===== config.mk =====
export PLATFORM = sky130hd
export DESIGN_NAME = char_lcd_bus_writer_flat
export DESIGN_NICKNAME = d
export VERILOG_FILES = /design/src/hw/rtl/clbw_pkg.sv /design/src/hw/rtl/clbw_if.sv /design/src/hw/rtl/clbw_queue.sv /design/src/hw/rtl/clbw_front.sv /design/src/hw/rtl/clbw_back.sv /design/src/hw/rtl/char_lcd_bus_writer.sv /design/src/flat_wrapper.sv
export SDC_FILE = /design/constraint.sdc
export NUM_CORES = 1
export LEC_CHECK = 0
export BUFFER_PORTS_ARGS = -buffer_cell sky130_fd_sc_hd__clkbuf_2
export CAP_MARGIN = 20
export CORE_MARGIN = 2
export CORE_UTILIZATION = 25
export DETAILED_ROUTE_END_ITERATION = 12
export PLACE_DENSITY = 0.49
export SLEW_MARGIN = 40
export SYNTH_ARGS = -nofsm -noshare
export SYNTH_HDL_FRONTEND = slang
export SYNTH_SLANG_ARGS = --single-unit

===== constraint.sdc =====
create_clock -name clock -period 7.1 [get_ports clock]
set_input_delay 1.42 -clock clock [delete_from_list [all_inputs] [get_ports clock]]
set_output_delay 1.42 -clock clock [all_outputs]
set_load 0.02 [all_outputs]

===== src/hw/rtl/clbw_pkg.sv =====
`default_nettype none
// ----------------------------------------------------------------------------
// clbw_pkg
// Shared types, codes and init command tables of the character-LCD bus writer.
// ----------------------------------------------------------------------------
package clbw_pkg;

   localparam int OP_W       = 2;
   localparam int BYTE_W     = 8;
   localparam int COL_W      = 6;
   localparam int HOLD_W     = 9;
   localparam int CSR_ADDR_W = 4;
   localparam int CSR_DATA_W = 32;
   localparam int INIT_IDX_W = 3;

   localparam int QUEUE_DEPTH_DEFAULT = 4;

   // request operations
   localparam logic [OP_W-1:0] OP_DATA   = 2'd0;
   localparam logic [OP_W-1:0] OP_CMD    = 2'd1;
   localparam logic [OP_W-1:0] OP_CURSOR = 2'd2;
   localparam logic [OP_W-1:0] OP_INIT   = 2'd3;

   // register indexes (paddr[3:2])
   localparam logic [1:0] REG_BUS_MODE    = 2'd0;
   localparam logic [1:0] REG_ENABLE_HIGH = 2'd1;
   localparam logic [1:0] REG_ENABLE_LOW  = 2'd2;

   localparam logic BUS_MODE_8BIT = 1'b0;
   localparam logic BUS_MODE_4BIT = 1'b1;

   // LCD command bytes
   localparam logic [BYTE_W-1:0] CMD_FUNC_8BIT   = 8'h38;
   localparam logic [BYTE_W-1:0] CMD_FUNC_4BIT   = 8'h28;
   localparam logic [BYTE_W-1:0] CMD_DISPLAY_ON  = 8'h0E;
   localparam logic [BYTE_W-1:0] CMD_CLEAR       = 8'h01;
   localparam logic [BYTE_W-1:0] CMD_ENTRY_MODE  = 8'h06;
   localparam logic [BYTE_W-1:0] CMD_RETURN_HOME = 8'h02;
   localparam logic [BYTE_W-1:0] CMD_SET_DDRAM   = 8'h80;
   localparam logic [BYTE_W-1:0] ROW1_OFFSET     = 8'h40;

   localparam logic [HOLD_W-1:0] INIT_WAIT_MS = 9'd40;
   localparam logic [BYTE_W-1:0] SETTLE_MS    = 8'd1;
   localparam logic [BYTE_W-1:0] CLEAR_MS     = 8'd4;

   localparam logic [INIT_IDX_W-1:0] INIT_LAST_8BIT = 3'd3;
   localparam logic [INIT_IDX_W-1:0] INIT_LAST_4BIT = 3'd4;

   typedef struct packed {
      logic              bus_mode;
      logic [BYTE_W-1:0] enable_high_ms;
      logic [BYTE_W-1:0] enable_low_ms;
   } cfg_type;

   // one byte (or the power-up wait) queued for the bus sequencer
   typedef struct packed {
      logic              is_wait;
      logic              rs;
      logic [BYTE_W-1:0] data;
      logic [BYTE_W-1:0] extra_ms;
      logic              last;
   } job_type;

   function automatic logic [BYTE_W-1:0] init_cmd(input logic mode,
                                                  input logic [INIT_IDX_W-1:0] idx);
      logic [BYTE_W-1:0] cmd;
      cmd = CMD_ENTRY_MODE;
      if (mode == BUS_MODE_8BIT) begin
         case (idx)
            3'd0:    cmd = CMD_FUNC_8BIT;
            3'd1:    cmd = CMD_DISPLAY_ON;
            3'd2:    cmd = CMD_CLEAR;
            default: cmd = CMD_ENTRY_MODE;
         endcase
      end else begin
         case (idx)
            3'd0:    cmd = CMD_RETURN_HOME;
            3'd1:    cmd = CMD_FUNC_4BIT;
            3'd2:    cmd = CMD_DISPLAY_ON;
            3'd3:    cmd = CMD_CLEAR;
            default: cmd = CMD_ENTRY_MODE;
         endcase
      end
      return cmd;
   endfunction

   // clear needs the long settle; everything else the short one
   function automatic logic [BYTE_W-1:0] init_settle(input logic mode,
                                                     input logic [INIT_IDX_W-1:0] idx);
      logic [BYTE_W-1:0] ms;
      ms = (init_cmd(mode, idx) == CMD_CLEAR) ? CLEAR_MS : SETTLE_MS;
      return ms;
   endfunction

endpackage
`default_nettype wire


===== src/hw/rtl/clbw_if.sv =====
`default_nettype none
// ----------------------------------------------------------------------------
// clbw_if
// Valid/ready channels for host requests and bus phases.
// ----------------------------------------------------------------------------
interface clbw_req_if import clbw_pkg::*; ();
   logic              valid;
   logic              ready;
   logic [OP_W-1:0]   operation;
   logic [BYTE_W-1:0] value;
   logic              row;
   logic [COL_W-1:0]  column;
   logic [BYTE_W-1:0] settle_ms;

   modport source(output valid, operation, value, row, column, settle_ms, input ready);
   modport sink(input valid, operation, value, row, column, settle_ms, output ready);
endinterface

interface clbw_rsp_if import clbw_pkg::*; ();
   logic              valid;
   logic              ready;
   logic              register_select;
   logic              read_write;
   logic              enable;
   logic [BYTE_W-1:0] data_lines;
   logic [HOLD_W-1:0] hold_ms;
   logic              last;

   modport source(output valid, register_select, read_write, enable, data_lines,
                  hold_ms, last, input ready);
   modport sink(input valid, register_select, read_write, enable, data_lines,
                hold_ms, last, output ready);
endinterface
`default_nettype wire


===== src/hw/rtl/clbw_queue.sv =====
`default_nettype none
// ----------------------------------------------------------------------------
// clbw_queue
// Small FIFO of byte jobs between request decode and the bus sequencer.
// ----------------------------------------------------------------------------
module clbw_queue import clbw_pkg::*; #(
   parameter int DEPTH = QUEUE_DEPTH_DEFAULT
) (
   input  wire logic    clock,
   input  wire logic    reset,
   input  wire logic    push,
   input  wire job_type push_job,
   output logic         full,
   input  wire logic    pop,
   output job_type      head,
   output logic         empty
);
   localparam int PTR_W = (DEPTH > 1) ? $clog2(DEPTH) : 1;
   localparam int CNT_W = $clog2(DEPTH + 1);

   job_type           slot_ff [DEPTH];
   logic [PTR_W-1:0]  wr_ptr_ff, wr_ptr_in;
   logic [PTR_W-1:0]  rd_ptr_ff, rd_ptr_in;
   logic [CNT_W-1:0]  count_ff, count_in;
   logic              do_push, do_pop;

   assign full    = (count_ff == CNT_W'(DEPTH));
   assign empty   = (count_ff == '0);
   assign do_push = push && !full;
   assign do_pop  = pop && !empty;
   assign head    = slot_ff[rd_ptr_ff];

   always_comb begin
      wr_ptr_in = wr_ptr_ff;
      rd_ptr_in = rd_ptr_ff;
      count_in  = count_ff;
      if (do_push) begin
         wr_ptr_in = (wr_ptr_ff == PTR_W'(DEPTH - 1)) ? '0 : wr_ptr_ff + 1'b1;
      end
      if (do_pop) begin
         rd_ptr_in = (rd_ptr_ff == PTR_W'(DEPTH - 1)) ? '0 : rd_ptr_ff + 1'b1;
      end
      if (do_push && !do_pop) begin
         count_in = count_ff + 1'b1;
      end else if (do_pop && !do_push) begin
         count_in = count_ff - 1'b1;
      end
   end

   always_ff @(posedge clock) begin
      if (reset) begin
         wr_ptr_ff <= '0;
         rd_ptr_ff <= '0;
         count_ff  <= '0;
      end else begin
         wr_ptr_ff <= wr_ptr_in;
         rd_ptr_ff <= rd_ptr_in;
         count_ff  <= count_in;
      end
   end

   always_ff @(posedge clock) begin
      if (do_push) begin
         slot_ff[wr_ptr_ff] <= push_job;
      end
   end

   a_count_bound: assert property (@(posedge clock) disable iff (reset)
      count_ff <= CNT_W'(DEPTH))
      else $error("queue count beyond depth");

   a_count_track: assert property (@(posedge clock) disable iff (reset)
      (do_push && !do_pop) |=> count_ff == $past(count_ff) + 1'b1)
      else $error("queue count missed a push");

endmodule
`default_nettype wire


===== src/hw/rtl/clbw_front.sv =====
`default_nettype none
// ----------------------------------------------------------------------------
// clbw_front
// Accepts host requests and turns them into byte jobs; walks the init list.
// ----------------------------------------------------------------------------
module clbw_front import clbw_pkg::*; (
   input  wire logic     clock,
   input  wire logic     reset,
   input  wire cfg_type  cfg,
   clbw_req_if.sink      req,
   output logic          push,
   output job_type       push_job,
   input  wire logic     q_full
);
   logic                  init_busy_ff, init_busy_in;
   logic [INIT_IDX_W-1:0] init_idx_ff, init_idx_in;
   logic [INIT_IDX_W-1:0] init_last;
   logic                  accept;
   logic [BYTE_W-1:0]     cursor_addr;

   assign req.ready = !init_busy_ff && !q_full;
   assign accept    = req.valid && req.ready;
   assign init_last = (cfg.bus_mode == BUS_MODE_4BIT) ? INIT_LAST_4BIT : INIT_LAST_8BIT;

   // row 1 starts at DDRAM 0x40; wraps mod 256
   assign cursor_addr = CMD_SET_DDRAM + (req.row ? ROW1_OFFSET : '0)
                        + {{(BYTE_W-COL_W){1'b0}}, req.column};

   always_comb begin
      push         = 1'b0;
      push_job     = '0;
      init_busy_in = init_busy_ff;
      init_idx_in  = init_idx_ff;
      if (init_busy_ff) begin
         if (!q_full) begin
            push              = 1'b1;
            push_job.data     = init_cmd(cfg.bus_mode, init_idx_ff);
            push_job.extra_ms = init_settle(cfg.bus_mode, init_idx_ff);
            push_job.last     = (init_idx_ff == init_last);
            init_idx_in       = init_idx_ff + 1'b1;
            if (init_idx_ff == init_last) begin
               init_busy_in = 1'b0;
            end
         end
      end else if (accept) begin
         push              = 1'b1;
         push_job.extra_ms = req.settle_ms;
         push_job.last     = 1'b1;
         case (req.operation)
            OP_DATA: begin
               push_job.rs   = 1'b1;
               push_job.data = req.value;
            end
            OP_CMD: begin
               push_job.data = req.value;
            end
            OP_CURSOR: begin
               push_job.data = cursor_addr;
            end
            OP_INIT: begin
               // power-up wait, then the command list
               push_job.is_wait  = 1'b1;
               push_job.extra_ms = '0;
               push_job.last     = 1'b0;
               init_busy_in      = 1'b1;
               init_idx_in       = '0;
            end
            default: begin
               push_job.data = req.value;
            end
         endcase
      end
   end

   always_ff @(posedge clock) begin
      if (reset) begin
         init_busy_ff <= 1'b0;
         init_idx_ff  <= '0;
      end else begin
         init_busy_ff <= init_busy_in;
         init_idx_ff  <= init_idx_in;
      end
   end

   a_no_push_full: assert property (@(posedge clock) disable iff (reset)
      !(push && q_full))
      else $error("job pushed into full queue");

endmodule
`default_nettype wire


===== src/hw/rtl/clbw_back.sv =====
`default_nettype none
// ----------------------------------------------------------------------------
// clbw_back
// Expands byte jobs into enable-high/low bus phases, one phase per beat.
// ----------------------------------------------------------------------------
module clbw_back import clbw_pkg::*; (
   input  wire logic     clock,
   input  wire logic     reset,
   input  wire cfg_type  cfg,
   input  wire job_type  head,
   input  wire logic     q_empty,
   output logic          pop,
   clbw_rsp_if.source    rsp
);
   job_type           cur_job_ff, cur_job_in;
   logic              cur_valid_ff, cur_valid_in;
   logic [1:0]        phase_ff, phase_in;
   logic [1:0]        last_phase;
   logic              done, adv, load;

   logic              out_valid_ff, out_valid_in;
   logic              out_rs_ff, out_rs_in;
   logic              out_en_ff, out_en_in;
   logic [BYTE_W-1:0] out_data_ff, out_data_in;
   logic [HOLD_W-1:0] out_hold_ff, out_hold_in;
   logic              out_last_ff, out_last_in;

   logic [BYTE_W-1:0] nib_hi, nib_lo;

   // wait: 1 phase; 8-bit: 2 phases; 4-bit: 4 phases
   assign last_phase = cur_job_ff.is_wait ? 2'd0 :
                       (cfg.bus_mode == BUS_MODE_4BIT) ? 2'd3 : 2'd1;
   assign done = (phase_ff == last_phase);
   assign adv  = cur_valid_ff && (!out_valid_ff || rsp.ready);
   assign load = !cur_valid_ff || (adv && done);
   assign pop  = load && !q_empty;

   assign nib_hi = {cur_job_ff.data[7:4], 4'h0};
   assign nib_lo = {cur_job_ff.data[3:0], 4'h0};

   always_comb begin
      out_rs_in   = cur_job_ff.rs;
      out_en_in   = !phase_ff[0];
      out_last_in = cur_job_ff.last && done;
      out_data_in = cur_job_ff.data;
      if (cfg.bus_mode == BUS_MODE_4BIT) begin
         out_data_in = phase_ff[1] ? nib_lo : nib_hi;
      end
      if (!phase_ff[0]) begin
         out_hold_in = {1'b0, cfg.enable_high_ms};
      end else if (done) begin
         out_hold_in = {1'b0, cfg.enable_low_ms} + {1'b0, cur_job_ff.extra_ms};
      end else begin
         out_hold_in = {1'b0, cfg.enable_low_ms};
      end
      if (cur_job_ff.is_wait) begin
         out_rs_in   = 1'b0;
         out_en_in   = 1'b0;
         out_data_in = '0;
         out_hold_in = INIT_WAIT_MS;
      end
   end

   always_comb begin
      cur_job_in   = cur_job_ff;
      cur_valid_in = cur_valid_ff;
      phase_in     = phase_ff;
      if (pop) begin
         cur_job_in   = head;
         cur_valid_in = 1'b1;
         phase_in     = '0;
      end else if (adv && done) begin
         cur_valid_in = 1'b0;
      end else if (adv) begin
         phase_in = phase_ff + 1'b1;
      end
      out_valid_in = adv ? 1'b1 : (rsp.ready ? 1'b0 : out_valid_ff);
   end

   always_ff @(posedge clock) begin
      if (reset) begin
         cur_valid_ff <= 1'b0;
         phase_ff     <= '0;
         out_valid_ff <= 1'b0;
      end else begin
         cur_valid_ff <= cur_valid_in;
         phase_ff     <= phase_in;
         out_valid_ff <= out_valid_in;
      end
   end

   always_ff @(posedge clock) begin
      cur_job_ff <= cur_job_in;
      if (adv) begin
         out_rs_ff   <= out_rs_in;
         out_en_ff   <= out_en_in;
         out_data_ff <= out_data_in;
         out_hold_ff <= out_hold_in;
         out_last_ff <= out_last_in;
      end
   end

   assign rsp.valid           = out_valid_ff;
   assign rsp.register_select = out_rs_ff;
   assign rsp.read_write      = 1'b0;
   assign rsp.enable          = out_en_ff;
   assign rsp.data_lines      = out_data_ff;
   assign rsp.hold_ms         = out_hold_ff;
   assign rsp.last            = out_last_ff;

   a_phase_range: assert property (@(posedge clock) disable iff (reset)
      cur_valid_ff |-> phase_ff <= last_phase)
      else $error("phase counter past end of job");

endmodule
`default_nettype wire


===== src/hw/rtl/char_lcd_bus_writer.sv =====
`default_nettype none
// ----------------------------------------------------------------------------
// char_lcd_bus_writer
// Host requests to timed HD44780-style write phases on a character-LCD bus.
// ----------------------------------------------------------------------------
// Each request beat on req_bus becomes a run of phase beats on rsp_bus; the
// last phase of a request carries last = 1. Data/command/set-cursor requests
// give 2 phases in 8-bit mode and 4 in 4-bit mode; initialize gives a 40 ms
// wait phase plus the fixed command list: 9 phases (8-bit) or 21 (4-bit).
// Rate: one phase per clock while jobs are queued and rsp_bus.ready is high,
// set by the output register of the phase sequencer. The decode side takes a
// new request every clock while the job queue (QUEUE_DEPTH entries) has room,
// except during an initialize, which holds req_bus.ready low until its
// command list is queued (later when the queue fills behind a stalled rsp_bus).
// The first phase of a request passes through the job queue, the current-job
// register and the phase output register before rsp_bus.valid rises.
// Registers (APB, byte address 4*i): 0 bus_mode, 1 enable_high_ms,
// 2 enable_low_ms; write them only while the block is idle, since bus_mode
// is read as phases are produced. read_write is always 0.
// ----------------------------------------------------------------------------
module char_lcd_bus_writer import clbw_pkg::*; #(
   parameter int QUEUE_DEPTH = QUEUE_DEPTH_DEFAULT
) (
   input  wire logic                  clock,
   input  wire logic                  reset,
   clbw_req_if.sink                   req_bus,
   clbw_rsp_if.source                 rsp_bus,
   input  wire logic                  csr_psel,
   input  wire logic                  csr_penable,
   input  wire logic                  csr_pwrite,
   input  wire logic [CSR_ADDR_W-1:0] csr_paddr,
   input  wire logic [CSR_DATA_W-1:0] csr_pwdata,
   output logic      [CSR_DATA_W-1:0] csr_prdata,
   output logic                       csr_pready
);
   cfg_type cfg_ff, cfg_in;
   logic    csr_write;
   logic    push, pop, q_full, q_empty;
   job_type push_job, head;

   // --- config registers ----------------------------------------------------
   assign csr_pready = 1'b1;
   assign csr_write  = csr_psel && csr_penable && csr_pwrite && csr_pready;

   always_comb begin
      cfg_in = cfg_ff;
      if (csr_write) begin
         case (csr_paddr[3:2])
            REG_BUS_MODE:    cfg_in.bus_mode       = csr_pwdata[0];
            REG_ENABLE_HIGH: cfg_in.enable_high_ms = csr_pwdata[BYTE_W-1:0];
            REG_ENABLE_LOW:  cfg_in.enable_low_ms  = csr_pwdata[BYTE_W-1:0];
            default:         cfg_in = cfg_ff;   // unmapped: dropped
         endcase
      end
   end

   always_comb begin
      case (csr_paddr[3:2])
         REG_BUS_MODE:    csr_prdata = {{(CSR_DATA_W-1){1'b0}}, cfg_ff.bus_mode};
         REG_ENABLE_HIGH: csr_prdata = {{(CSR_DATA_W-BYTE_W){1'b0}}, cfg_ff.enable_high_ms};
         REG_ENABLE_LOW:  csr_prdata = {{(CSR_DATA_W-BYTE_W){1'b0}}, cfg_ff.enable_low_ms};
         default:         csr_prdata = '0;
      endcase
   end

   always_ff @(posedge clock) begin
      if (reset) begin
         cfg_ff.bus_mode       <= BUS_MODE_8BIT;
         cfg_ff.enable_high_ms <= 8'd1;
         cfg_ff.enable_low_ms  <= 8'd1;
      end else begin
         cfg_ff <= cfg_in;
      end
   end

   // --- front: decode requests, sequence the init list ----------------------
   clbw_front u_front (
      .clock    (clock),
      .reset    (reset),
      .cfg      (cfg_ff),
      .req      (req_bus),
      .push     (push),
      .push_job (push_job),
      .q_full   (q_full)
   );

   // --- job queue: lets decode and phase output stall independently ---------
   clbw_queue #(
      .DEPTH (QUEUE_DEPTH)
   ) u_queue (
      .clock    (clock),
      .reset    (reset),
      .push     (push),
      .push_job (push_job),
      .full     (q_full),
      .pop      (pop),
      .head     (head),
      .empty    (q_empty)
   );

   // --- back: one bus phase per beat ----------------------------------------
   clbw_back u_back (
      .clock   (clock),
      .reset   (reset),
      .cfg     (cfg_ff),
      .head    (head),
      .q_empty (q_empty),
      .pop     (pop),
      .rsp     (rsp_bus)
   );

endmodule
`default_nettype wire

===== src/flat_wrapper.sv =====
// flat-port wrapper written by rule: the top's interface ports become plain ports
module char_lcd_bus_writer_flat import clbw_pkg::*;
#(
   parameter int QUEUE_DEPTH = QUEUE_DEPTH_DEFAULT
)
  (clock, reset, csr_psel, csr_penable, csr_pwrite, csr_paddr, csr_pwdata, csr_prdata, csr_pready, req_bus_valid, req_bus_operation, req_bus_value, req_bus_row, req_bus_column, req_bus_settle_ms, req_bus_ready, rsp_bus_valid, rsp_bus_register_select, rsp_bus_read_write, rsp_bus_enable, rsp_bus_data_lines, rsp_bus_hold_ms, rsp_bus_last, rsp_bus_ready);
  clbw_req_if req_bus_i ();
  clbw_rsp_if rsp_bus_i ();
  input  wire logic clock;
  input  wire logic reset;
  input  wire logic csr_psel;
  input  wire logic csr_penable;
  input  wire logic csr_pwrite;
  input  wire logic [CSR_ADDR_W-1:0] csr_paddr;
  input  wire logic [CSR_DATA_W-1:0] csr_pwdata;
  output logic      [CSR_DATA_W-1:0] csr_prdata;
  output logic csr_pready;
  input wire logic [$bits(req_bus_i.valid)-1:0] req_bus_valid;
  input wire logic [$bits(req_bus_i.operation)-1:0] req_bus_operation;
  input wire logic [$bits(req_bus_i.value)-1:0] req_bus_value;
  input wire logic [$bits(req_bus_i.row)-1:0] req_bus_row;
  input wire logic [$bits(req_bus_i.column)-1:0] req_bus_column;
  input wire logic [$bits(req_bus_i.settle_ms)-1:0] req_bus_settle_ms;
  output wire logic [$bits(req_bus_i.ready)-1:0] req_bus_ready;
  output wire logic [$bits(rsp_bus_i.valid)-1:0] rsp_bus_valid;
  output wire logic [$bits(rsp_bus_i.register_select)-1:0] rsp_bus_register_select;
  output wire logic [$bits(rsp_bus_i.read_write)-1:0] rsp_bus_read_write;
  output wire logic [$bits(rsp_bus_i.enable)-1:0] rsp_bus_enable;
  output wire logic [$bits(rsp_bus_i.data_lines)-1:0] rsp_bus_data_lines;
  output wire logic [$bits(rsp_bus_i.hold_ms)-1:0] rsp_bus_hold_ms;
  output wire logic [$bits(rsp_bus_i.last)-1:0] rsp_bus_last;
  input wire logic [$bits(rsp_bus_i.ready)-1:0] rsp_bus_ready;
  assign req_bus_i.valid = req_bus_valid;
  assign req_bus_i.operation = req_bus_operation;
  assign req_bus_i.value = req_bus_value;
  assign req_bus_i.row = req_bus_row;
  assign req_bus_i.column = req_bus_column;
  assign req_bus_i.settle_ms = req_bus_settle_ms;
  assign req_bus_ready = req_bus_i.ready;
  assign rsp_bus_valid = rsp_bus_i.valid;
  assign rsp_bus_register_select = rsp_bus_i.register_select;
  assign rsp_bus_read_write = rsp_bus_i.read_write;
  assign rsp_bus_enable = rsp_bus_i.enable;
  assign rsp_bus_data_lines = rsp_bus_i.data_lines;
  assign rsp_bus_hold_ms = rsp_bus_i.hold_ms;
  assign rsp_bus_last = rsp_bus_i.last;
  assign rsp_bus_i.ready = rsp_bus_ready;
  char_lcd_bus_writer #(.QUEUE_DEPTH(QUEUE_DEPTH)) u_core (.clock(clock), .reset(reset), .req_bus(req_bus_i), .rsp_bus(rsp_bus_i), .csr_psel(csr_psel), .csr_penable(csr_penable), .csr_pwrite(csr_pwrite), .csr_paddr(csr_paddr), .csr_pwdata(csr_pwdata), .csr_prdata(csr_prdata), .csr_pready(csr_pready));
endmodule

* Word-level counts from Yosys, hierarchy flattened *
Memories as Yosys holds them, arrays and structs flattened. A register that Yosys moved wholly into a read port is not among the register bits.
Cells that the tools add are included.

operators by class
  $add $sub $neg = 9
  bitwise gates (word level) = 3
  mux-type cells = 44
  reductions and logical operators = 39
  eq/ne operators = 15

operators with widths
  operator               count
  $mux W8                7
  $mux W17               2
  $mux W3                8
  $pmux W6 S4            1
  $pmux W8 S3            1
  $mux W19               1
  $pmux W6 S3            1
  $pmux W8 S2            1
  $mux W1                15
  $logic_and A1 B1 Y1    12
  $eq A2 B2 Y1 const B   5
  $mux W2                5
  $reduce_bool A2 Y1     5
  $add A8 B8 Y9          1
  $mux W9                1
  $add A8 B6 Y8          1
  $add A8 B7 Y8 const A  1
  $eq A8 B1 Y1 const B   1
  $logic_not A1 Y1       8
  $reduce_and A2 Y1      4
  $mux W7                1
  $add A2 B1 Y2 const B  3
  $add A3 B1 Y3 const B  2
  $eq A3 B2 Y1 const B   2
  other kinds (14)       21

storage, ports and cells
  memories kept = 1
  flip-flop bits (word level) = 52
  input bits = 68
  memory bits (writable) = 76
  word-level logic and storage cells = 128
  output and inout bits = 56

memory list
  memory                  words  width  rd ports  clocked after memory_dff  write ports  line              text
  u_core.u_queue.slot_ff  4      19     1         1                         1            clbw_queue.sv:21  job_type slot_ff [DEPTH];

* Depth between registers and ports, before layout *
  depth after elaboration = 11
  depth in mapped cells = 11
  gate-level depth less buffers = 10

* By module *
Synthesis repeated with hierarchy kept, for this count alone.

unflattened totals
  cell total of the unflattened synthesis = 508
  area, all modules = 6994.2 um^2

modules (own cells, without submodules)
  module               area each (um^2)  cells each  sequential area each (um^2)  times used
  clbw_queue           3241.9            149         2462.4                       1
  clbw_back            2062.0            160         1251.2                       1
  char_lcd_bus_writer  1039.7            109         340.3                        1
  clbw_front           650.6             90          80.1                         1

* Worst setup path before layout *
OpenSTA, ideal clock, no wires.

  path kind = input -> output
  from = input port csr_paddr[3]
  to = output port csr_prdata[0]
  arrival = 2052 ps
  required time = 5680 ps
  stages on the path = 4
  setup slack = 3628 ps
  buffers on the path = 1
  cells stage by stage = nor2b_1 buf_1 nand2_1 o21ai_0

on the way
  word-level cells in the longest chain between the ends = 2
  elaborated cells on any way between the ends = 4
  classes of those cells = 2 x eq/ne; 1 x mux; 1 x reduce/logical

ends and longest elaborated chain
  element                               line                       text
  start: declaration                    flat_wrapper.sv:14         input wire logic [CSR_ADDR_W-1:0] csr_paddr;
  $eq A2 B2 Y1 (tied with other cells)  char_lcd_bus_writer.sv:58  case (csr_paddr[3:2])
  $pmux W8 S3 (*)                       char_lcd_bus_writer.sv:58
  end: declaration                      flat_wrapper.sv:16         output logic [CSR_DATA_W-1:0] csr_prdata;

Mark *: on every way between the ends. The rest lies on a longest branch, timed or not.

* Final worst setup path *
  from = input port csr_paddr[2]
  to = output port csr_prdata[7]

The elaborated chain is that of the path after synthesis.

==> flow_summary.json <==
{
  "hp-start": "u_core.u_front.init_idx_ff[1]",
  "row_count": 59,
  "die_height_um": 168,
  "clock_skew_ns": 0.0108,
  "port_buffers": 71,
  "hpwl_um": 10200,
  "dpl_cell_area_um2": 7330,
  "ant_nets": 0,
  "route.detailed.drc": 0,
  "ys_async_sr_fraction": 0,
  "grt_pass1_wl_um": 22800,
  "core_area_um2": 26200,
  "grt_overflow": 0,
  "final_hold_viol_count": 0,
  "r2r-end": "u_core.u_queue.count_ff[2]",
  "tns_ns": 0,
  "clock.fmax_mhz": 255,
  "worst_pin_slew_ns": 0.756,
  "synth_ff_type": "edfxtp_1",
  "cts_setup_buffers": 0,
  "io_pins": 124,
  "p_leak_nw": 2.86,
  "cts_sinks": 147,
  "r2r_setup_slack_ns": 3.78,
  "syn_inst": 495,
  "dr.pass1.iters": 4,
  "yosysUniqueCellTypes": 54,
  "report.final.setup_viol": 0,
  "grt_max_degree": 33,
  "final_area_um2": 7850,
  "rsz0062_at_grt": "false",
  "hp-class": "reg -> reg",
  "drt_iter0_markers": 269,
  "clock-root-buffer": "clkbuf_16",
  "clk_path_buf_depth": 2,
  "synth.area.top_cells": "edfxtp_1, dfxtp_1, mux4_2",
  "gp_congestion": 0.746,
  "start_kind": "primary input",
  "critPathCaptureType": "primary output",
  "syn_to_final_growth_pct": 16.9,
  "r2r_cells": 11,
  "vias_per_cell": 4.39,
  "synth_largest_area_cell": "edfxtp_1",
  "grt_pass1_vias": 4191,
  "vias": 4024,
  "period_share": 0.552,
  "syn-cell-area_um2": 6720,
  "worstSetupPathType": "in -> out",
  "hold_buffers": 0,
  "wl_um": 14300,
  "fill_cells": 2663,
  "synth.avg_cell_area_um2": 13.6,
  "htreeDepth": 4,
  "die_area_um2": 28200,
  "r2r_start": "u_core.u_back.cur_job_ff[18]",
  "status": "completed",
  "layout.nets": 657,
  "slew_viol_final": 0,
  "slew_headroom": 0.496,
  "num_antenna_cells": 0,
  "die_w_um": 168,
  "crit_fanout": 7,
  "groute.usage.overall": 0.105,
  "drive_gt1_frac": 0.232,
  "arrival_ns": 2.50,
  "ys_ff_latch": 147,
  "cts_resized": 0,
  "antenna_found_initial": 0,
  "synth_edf_count": 115,
  "worstPathRequired_ns": 5.68,
  "cap_violations": 0,
  "tritoncts": "built",
  "synth_sequential_area_ratio": 0.610,
  "wl_per_cell_um": 15.6,
  "min_to": "u_core.u_front.init_idx_ff[1]",
  "clkTransAtPathRegs_ns": 0.06,
  "vdd_drop_max_uv": 186,
  "start_util": 0.256,
  "synth_top_area_share": 0.514,
  "power.density_nw_per_um2": 360,
  "period_minus_slack_ns": 3.92,
  "yosys_warnings": 0,
  "numCtsBuffers": 17,
  "finalPower_mw": 2.83,
  "holdPathStages": 2,
  "clock_latency_ns": 0.42
}
## through the flow
step,hold WS (ns),util,setup WS [ns],instances
5_1_grt,0.542,0.300,3.07,916
2_1_floorplan,0.474,-,3.63,519
3_3_place_gp,0.491,0.279,3.17,883
6_report,0.521,0.300,3.18,916
3_5_place_dp,0.510,0.280,3.16,883
4_1_cts,0.518,0.298,3.13,915
## how the worst max path moves through the flow
stage / startpoint / endpoint
CTS: csr_paddr[3] / csr_prdata[3]
floorplan: csr_paddr[3] / csr_prdata[0]
finish: csr_paddr[2] / csr_prdata[7]
global route: csr_paddr[3] / csr_prdata[0]
detailed placement: csr_paddr[3] / csr_prdata[3]
global placement: csr_paddr[3] / csr_prdata[3]
## placed cells by master (no fill, tap or decap), drive strengths merged, types with 2 or more instances in the layout
master  instances
a211o           2
a211oi          4
a21oi          26
a22o            8
a31oi           4
and2           15
buf             5
clkbuf         95
clkinv          7
conb           26
dfxtp          32
edfxtp        115
fa              2
ha             19
inv            16
mux2i          26
mux4           19
nand2          17
nand2b          4
nand3          10
nor2           41
nor2b          19
nor3           10
nor3b           5
nor4b           2
o211ai          3
o21a            2
o21ai          12
o22ai           7
o31ai           3
or3             2
xnor2           4
xor2            6
## layer usage
layer  track usage  wire length, um  vias up
met5             0                0        -
met4        0.0340              199        0
met3        0.0367              887       14
met2         0.171             6530      119
met1         0.132             6710     1962
li1              -                -     1929
## logic make-up after synthesis
| family | after synthesis | synth area share |
|---|---|---|
| and+or+nand+nor | 132 | 0.106 |
| AOI/OAI and AO/OA | 76 | 0.0736 |
| buffers and inverters | 62 | 0.0520 |
| muxes | 45 | 0.102 |
| xor gates and xnor gates | 10 | 0.0142 |
| other | 2 | 0.00112 |
| DFF | 147 | 0.610 |
| adders and majority gates | 21 | 0.0414 |
## sequential cells by signal (all words and copies together), names as in the netlist, 3 cells and up
name                          flops
u_core.u_back.rsp.data_lines      8
u_core.u_front.init_idx_ff        3
u_core.u_back.rsp.hold_ms         9
u_core.u_back.cur_job_ff         19
u_core.u_queue.count_ff           3
u_core.u_queue.slot_ff           76
u_core.cfg_ff                    17
## area by class of cell
type                    instances  area, um^2  area share
clock buffers                  24         452      0.0575
clock inverters                 8        41.3     0.00526
inverters                      16        60.1     0.00765
multi-input cells             310        2370       0.302
flip-flops and latches        147        4100       0.522
well taps                     335         419      0.0534
repair buffers                 76         413      0.0526
## synthesized netlist by cell type, types with 2 or more instances
cell,count
nor3b_2,2
nand2b_1,4
ha_1,19
edfxtp_1,115
xor2_1,6
dfxtp_1,32
a22o_1,8
mux4_2,19
a31oi_1,4
fa_1,2
mux2i_1,26
buf_2,9
buf_4,26
a211o_1,2
nor3_1,9
inv_1,16
clkbuf_1,9
nand2_1,17
and2_1,15
a211oi_1,4
o31ai_1,2
a21oi_1,25
o211ai_1,3
conb_1,2
o22ai_1,7
nor3b_1,3
nor2b_1,19
o21a_1,2
o21ai_0,12
nand3_1,9
or3_1,2
xnor2_1,3
nor2_1,41
## power by group
| part | internal [mW] | switching, mW | leakage (nW) |
|---|---|---|---|
| Clock | 0.441 | 0.325 | 0.243 |
| Sequential | 1.19 | 0.118 | 1.35 |
| Combinational | 0.323 | 0.434 | 1.26 |
## critical path: stages
cell and delay (ns):
clkbuf_2 0.14, nor2b_1 0.51, a22o_1 0.25, clkbuf_2 0.17
Note: power is estimated with default switching activity, not from simulation.
